### config.mk
export PLATFORM = sky130hd
export DESIGN_NAME = estm_fall
export DESIGN_NICKNAME = d
export VERILOG_FILES = /design/src/hw/rtl/estm_pkg.sv /design/src/hw/rtl/estm_fall.sv
export SDC_FILE = /design/constraint.sdc
export NUM_CORES = 2
export LEC_CHECK = 0
export ABC_CLOCK_PERIOD_IN_PS = 6300
export BUFFER_PORTS_ARGS = -buffer_cell sky130_fd_sc_hd__buf_4
export CORE_UTILIZATION = 55
export DETAILED_ROUTE_END_ITERATION = 12
export HOLD_SLACK_MARGIN = 0.12
export PLACE_DENSITY = 0.72
export SYNTH_ARGS = -nofsm -noshare
export SYNTH_HDL_FRONTEND = slang
export SYNTH_SLANG_ARGS = --single-unit
export TNS_END_PERCENT = 20
### constraint.sdc
create_clock -name clk -period 6.3 [get_ports clk]
set_clock_uncertainty 0.2 [all_clocks]
set_input_delay 0.315 -clock clk [delete_from_list [all_inputs] [get_ports clk]]
set_output_delay 0.315 -clock clk [all_outputs]
set_load 0.02 [all_outputs]
### src/hw/rtl/estm_pkg.sv
// ---------------------------------------------------------------------------
// estm_pkg: shared constants for the envelope skew timing core
// Widths, cfg register indexes, the cfg struct and fixed scale and period constants.
// ---------------------------------------------------------------------------
package estm_pkg;
  localparam int DW = 32;
  localparam logic [31:0] HALF_SCALE = 32'h8000_0000;
  localparam logic [31:0] BIG_PERIOD = 32'h00FF_FFFF;
  localparam logic [0:0]  REG_LIMIT_SKEW      = 1'b0;
  localparam logic [0:0]  REG_LIMIT_SKEW_TIME = 1'b1;

  typedef struct packed {
    logic        limit;
    logic [30:0] limit_time;
  } estm_cfg_t;
endpackage

### src/hw/rtl/estm_fall.sv
// ---------------------------------------------------------------------------
// estm_fall: fall time from period and skew
// Three stages: products, subtractions and clamps, final selection.
// ---------------------------------------------------------------------------
module estm_fall import estm_pkg::*; (
  input  logic          clk,
  input  logic          rst,
  input  logic          en,
  input  estm_cfg_t     cfg,
  input  logic          in_valid,
  input  logic [DW-1:0] in_period,
  input  logic [7:0]    in_skew,
  output logic          out_valid,
  output logic [DW-1:0] out_period,
  output logic [DW-1:0] out_fall
);
  // stage 1
  logic          v1, norm1;
  logic [DW-1:0] p1, portion1, pm1;
  logic [7:0]    sk1;
  logic [16:0]   ulo1, uhi1;
  logic [39:0]   prod_hi, prod_lo;
  logic [7:0]    r;
  // stage 2
  logic          v2, norm2, uhi_gt2;
  logic [DW-1:0] p2, top2, port_hi2, pmu2, pl2, pml2, pm2, port_lo2;
  logic [7:0]    sk2;
  logic [DW-1:0] plo_raised;
  // stage 3
  logic [DW-1:0] fall_next;

  assign prod_hi = {8'd0, in_period[DW-1:8]} * {32'd0, in_skew};
  assign prod_lo = {8'd0, in_period} * {32'd0, in_skew};
  assign r       = 8'd255 - in_skew;

  always_ff @(posedge clk) begin
    if (rst) begin
      v1 <= 1'b0;
      v2 <= 1'b0;
      out_valid <= 1'b0;
    end else if (en) begin
      v1 <= in_valid;
      v2 <= v1;
      out_valid <= v2;
    end
  end

  always_ff @(posedge clk) begin
    if (en) begin
      p1       <= in_period;
      sk1      <= in_skew;
      norm1    <= !cfg.limit || (in_period < {cfg.limit_time, 1'b0});
      portion1 <= (in_period > BIG_PERIOD) ? prod_hi[DW-1:0] : prod_lo[DW+7:8];
      pm1      <= prod_hi[DW-1:0];
      ulo1     <= {({8'd0, in_skew} * {8'd0, in_skew}), 1'b0};
      uhi1     <= {({8'd0, r} * {8'd0, r}), 1'b0};
    end
  end

  assign plo_raised = (portion1 < 32'd50) ? 32'd50 : portion1;

  always_ff @(posedge clk) begin
    if (en) begin
      p2       <= p1;
      sk2      <= sk1;
      norm2    <= norm1;
      pm2      <= pm1;
      top2     <= p1 - 32'd20;
      port_hi2 <= (portion1 > (p1 - 32'd20)) ? (p1 - 32'd20) : portion1;
      uhi_gt2  <= {15'd0, uhi1} > (p1 - 32'd20);
      pmu2     <= p1 - {15'd0, uhi1};
      port_lo2 <= (plo_raised < {15'd0, ulo1}) ? plo_raised : {15'd0, ulo1};
      pl2      <= (portion1 < {1'b0, cfg.limit_time}) ? {1'b0, cfg.limit_time} : portion1;
      pml2     <= p1 - {1'b0, cfg.limit_time};
    end
  end

  always_comb begin
    if (sk2 > 8'd125 && sk2 <= 8'd129) begin
      fall_next = {1'b0, p2[DW-1:1]};
    end else if (!norm2) begin
      fall_next = (pl2 > pml2) ? pml2 : pl2;
    end else if (sk2 == 8'd0) begin
      fall_next = 32'd30;
    end else if (sk2 == 8'd1) begin
      fall_next = 32'd40;
    end else if (sk2 == 8'd2) begin
      fall_next = 32'd50;
    end else if (sk2 <= 8'd25) begin
      fall_next = port_lo2;
    end else if (sk2 == 8'd255) begin
      fall_next = top2;
    end else if (sk2 > 8'd200) begin
      fall_next = (uhi_gt2 || port_hi2 > pmu2) ? port_hi2 : pmu2;
    end else begin
      fall_next = pm2;
    end
  end

  always_ff @(posedge clk) begin
    if (en) begin
      out_period <= p2;
      out_fall   <= fall_next;
    end
  end
endmodule
==> out/qor.txt <==
Post-synthesis mux area share: 2.00%
Hold Vio Cnt, Final: 0
Critical path class: in -> reg
Initial antenna violation count: 1
WP data arrival: 6.12 ns
Dpl cells: 4514
Gpl congestion: 0.966
Top-area cell type share of the netlist area: 37.0%
Final Cycle Share: 95.0%
Net Switching: 0.00685 W
H-tree depth: 2
Layout cells sized above 1: 9.60%
Remaining Overflow, GRT: 0
Fin. max-slew vios: 0
CTS tree: yes
Die height: 263 µm
Combinational Power Share: 51.1%
Slew of the pin with the lowest slew margin: 1.21 ns
Via count of the routed design: 27600
Final setup viols: 0
Worst Hold Class: reg -> reg
Tot Pwr: 0.0165 W
Largest family of logic cells by synthesized area: adder cells
Post-Synth Adder-Cell Area: 25.5%
Post-Layout Cell Count: 4676
Clk sink count: 464
Reg clk slew, reported paths: 0.06 ns
Vias in the first global route: 27100
Number of max-cap violations: 0
Asr flop ratio synth: 0%
WL final: 101000 µm
Compound-gate portion of the synthesized area: 12.5%
Final net count: 4457
Largest net degree at the start of global routing: 171
Worst-skew pair later-pin latency: 0.59 ns
Yosys reg bits: 464
Starting Density: 55.6%
Layout area overhead: 11.8%
Hold WS: 0.215 ns
Internal power: 0.00969 W
Flop pwr share: 31.4%
I/O pin count: 141
Clock Tree Buf Depth: 3
RSZ-0062 raised after global routing: false
GRT Total Usage: 29.3%
Die width: 263 µm
Yosys warning total: 0
First-pass GRT wire length: 156000 µm
Max VDD drop: 0.278 mV
DP HPWL: 78300 µm
Mapped cell area: 37400 µm²
Outcome: completed
Syn Inst Count: 3585
Die area: 69000 µm²
Area occupied by multi-input gates: 21200 µm²
Worst reg-to-reg path cell count: 17
DRC viols: 0
Port Buffer Count: 140
Xor and xnor area share after synthesis: 4.13%
Fmax achieved: 167 MHz
Slew HR: 18.9%
Clock root cell: clkbuf_16
Post-synth EDFFs: 461
DR iter-0 viols: 2656
Clock power share: 17.5%
Lkg Pwr: 18.3 nW
Synth Area in Simple Gates: 12.4%
Top FF cell, synth: edfxtp_1
Avg Cell Area, Syn: 10.4 µm²
CP Capture Type: register
CP Data Required Time: 6.44 ns
Routed Antenna Nets: 0
Leading post-synthesis cells by cell area: edfxtp_1, fa_1, ha_1
Total CTS buffers: 48
Layout fillers: 5455
Register area share after synthesis: 37.2%
Register area: 13900 µm²
First-pass DRT Iterations: 6
Nature of the critical path startpoint: input pin
Hold path cells: 0
# diodes: 0
Switching Fraction: 41.4%
Post-route minimum period: 5.99 ns
Core Region: 67300 µm²
PwrDens: 395 nW/µm²
Number of distinct library cells after synthesis: 76
TNS Setup: 0 ns
Number of cell rows: 95
Wire per inst: 21.7 µm
FF-to-FF setup slack: 0.62 ns
Synth area leader: edfxtp_1
Max FO, Critical Path: 31
DR vias/cell: 5.91
## worst max-delay path, stage by stage
cell and delay [ns]:
dlygate4sd3_1 0.56, buf_4 0.35, and2_1 0.22, fa_1 0.46, fa_1 0.51, fa_1 0.54, inv_1 0.05, fa_1 0.53
inv_1 0.04, ha_1 0.37, o21ai_0 0.15, o21ai_0 0.25, a31oi_1 0.12, o221ai_1 0.30, a2111oi_0 0.17, buf_4 0.20
o41ai_1 0.65, a21oi_1 0.19, xnor2_1 0.15
## synthesized netlist by cell type (26+ instances only)
master and instances:
a21o_1 71, a21oi_1 231, a221oi_1 31, a22oi_1 26
and2_1 203, clkbuf_1 133, edfxtp_1 461, fa_1 244
ha_1 371, inv_1 486, mux2_2 59, nand2_1 280
nand3_1 41, nand4_1 50, nor2_1 144, nor2b_1 30
nor3_1 52, o211ai_1 76, o21ai_0 137, xnor2_1 119
xor2_1 50
## registers in the layout, summed over array words and instances (netlist names), 8 cells and up
signal      count
port_lo2       32
pmu2           31
uhi1           15
pl2            32
pm1            32
ulo1           14
top2           30
sk1             8
sk2             8
pml2           32
p1             32
p2             32
pm2            32
port_hi2       32
out_period     32
portion1       32
out_fall       32
## cell families (layout without fill, tap and decap cells)
family | Yosys count | after routing
adders and majority gates | 615 | 615
xor gates and xnor gates | 173 | 173
muxes | 67 | 67
DFF | 464 | 464
other | 1 | 15
AOI/OAI and AO/OA | 729 | 729
and+or+nand+nor | 908 | 908
buffers and inverters | 628 | 832
## layout make-up
type / count / area share (%)
Clock inverter: 37 / 0.948
Sequential cell: 464 / 33.2
Timing Repair Buffer: 259 / 5.19
Multi-Input combinational cell: 2507 / 50.7
Clock buffer: 50 / 2.89
Tap cell: 873 / 2.61
Inverter: 486 / 4.36
## layout by cell type, fill, tap and decap left out, types with 31 or more instances in the layout
| master | n |
|---|---|
| buf_4 | 179 |
| o211ai_1 | 76 |
| a21oi_1 | 230 |
| xor2_1 | 50 |
| xnor2_1 | 119 |
| nand2_1 | 280 |
| fa_1 | 244 |
| clkbuf_16 | 48 |
| inv_1 | 486 |
| a221oi_1 | 31 |
| o21ai_0 | 137 |
| dlygate4sd3_1 | 75 |
| a21o_1 | 71 |
| nor3_1 | 51 |
| nand4_1 | 50 |
| mux2_2 | 59 |
| nand3_1 | 41 |
| edfxtp_1 | 461 |
| ha_1 | 371 |
| nor2_1 | 141 |
| and2_1 | 203 |
## worst paths after layout
check | from | endpoint
worst max-delay path | in_skew[6] | portion1[24]$_DFFE_PP_
worst min-delay path | pm1[10]$_DFFE_PP_ | pm2[10]$_DFFE_PP_
worst max register to register | p1[10]$_DFFE_PP_ | port_hi2[29]$_DFFE_PP_
worst min register to register | pm1[10]$_DFFE_PP_ | pm2[10]$_DFFE_PP_
## power by group through the flow
stage / clock network [W] / logic [W] / registers (W)
after floorplan: 0 / 0.00592 / 0.00499
after global placement: 0 / 0.00814 / 0.00518
after detailed placement: 0 / 0.00826 / 0.00521
after CTS: 0.00293 / 0.00836 / 0.00515
after global routing: 0.00303 / 0.00941 / 0.00524
final: 0.00290 / 0.00845 / 0.00519
## per-layer routing
metal  global-route usage (%)  part of all wire (%)  vias up
li1                         -                     -    12800
met1                     42.0                    44    13500
met2                     45.7                    45     1106
met3                     4.75                   8.4      188
met4                     9.13                   3.2        2
met5                        0                 0.013        -
## per-stage QoR
step	area (µm²)	util, %	worst slack, ns
finish	41800	62.2	0.313
global route	41800	62.2	0.0165
CTS	41800	62.1	0.269
detailed placement	39400	58.6	0.181
global placement	39400	58.6	0.273
floorplan	37400	-	0.565
## timing repair
item                                   4_1_cts  5_1_grt
gates resized for setup                      0        5
endpoints found under the hold margin      157        0
hold buffers                                75        0
setup buffers                                0        0
setup endpoints to repair                    0        6
Power figures use the tool's default switching activity.
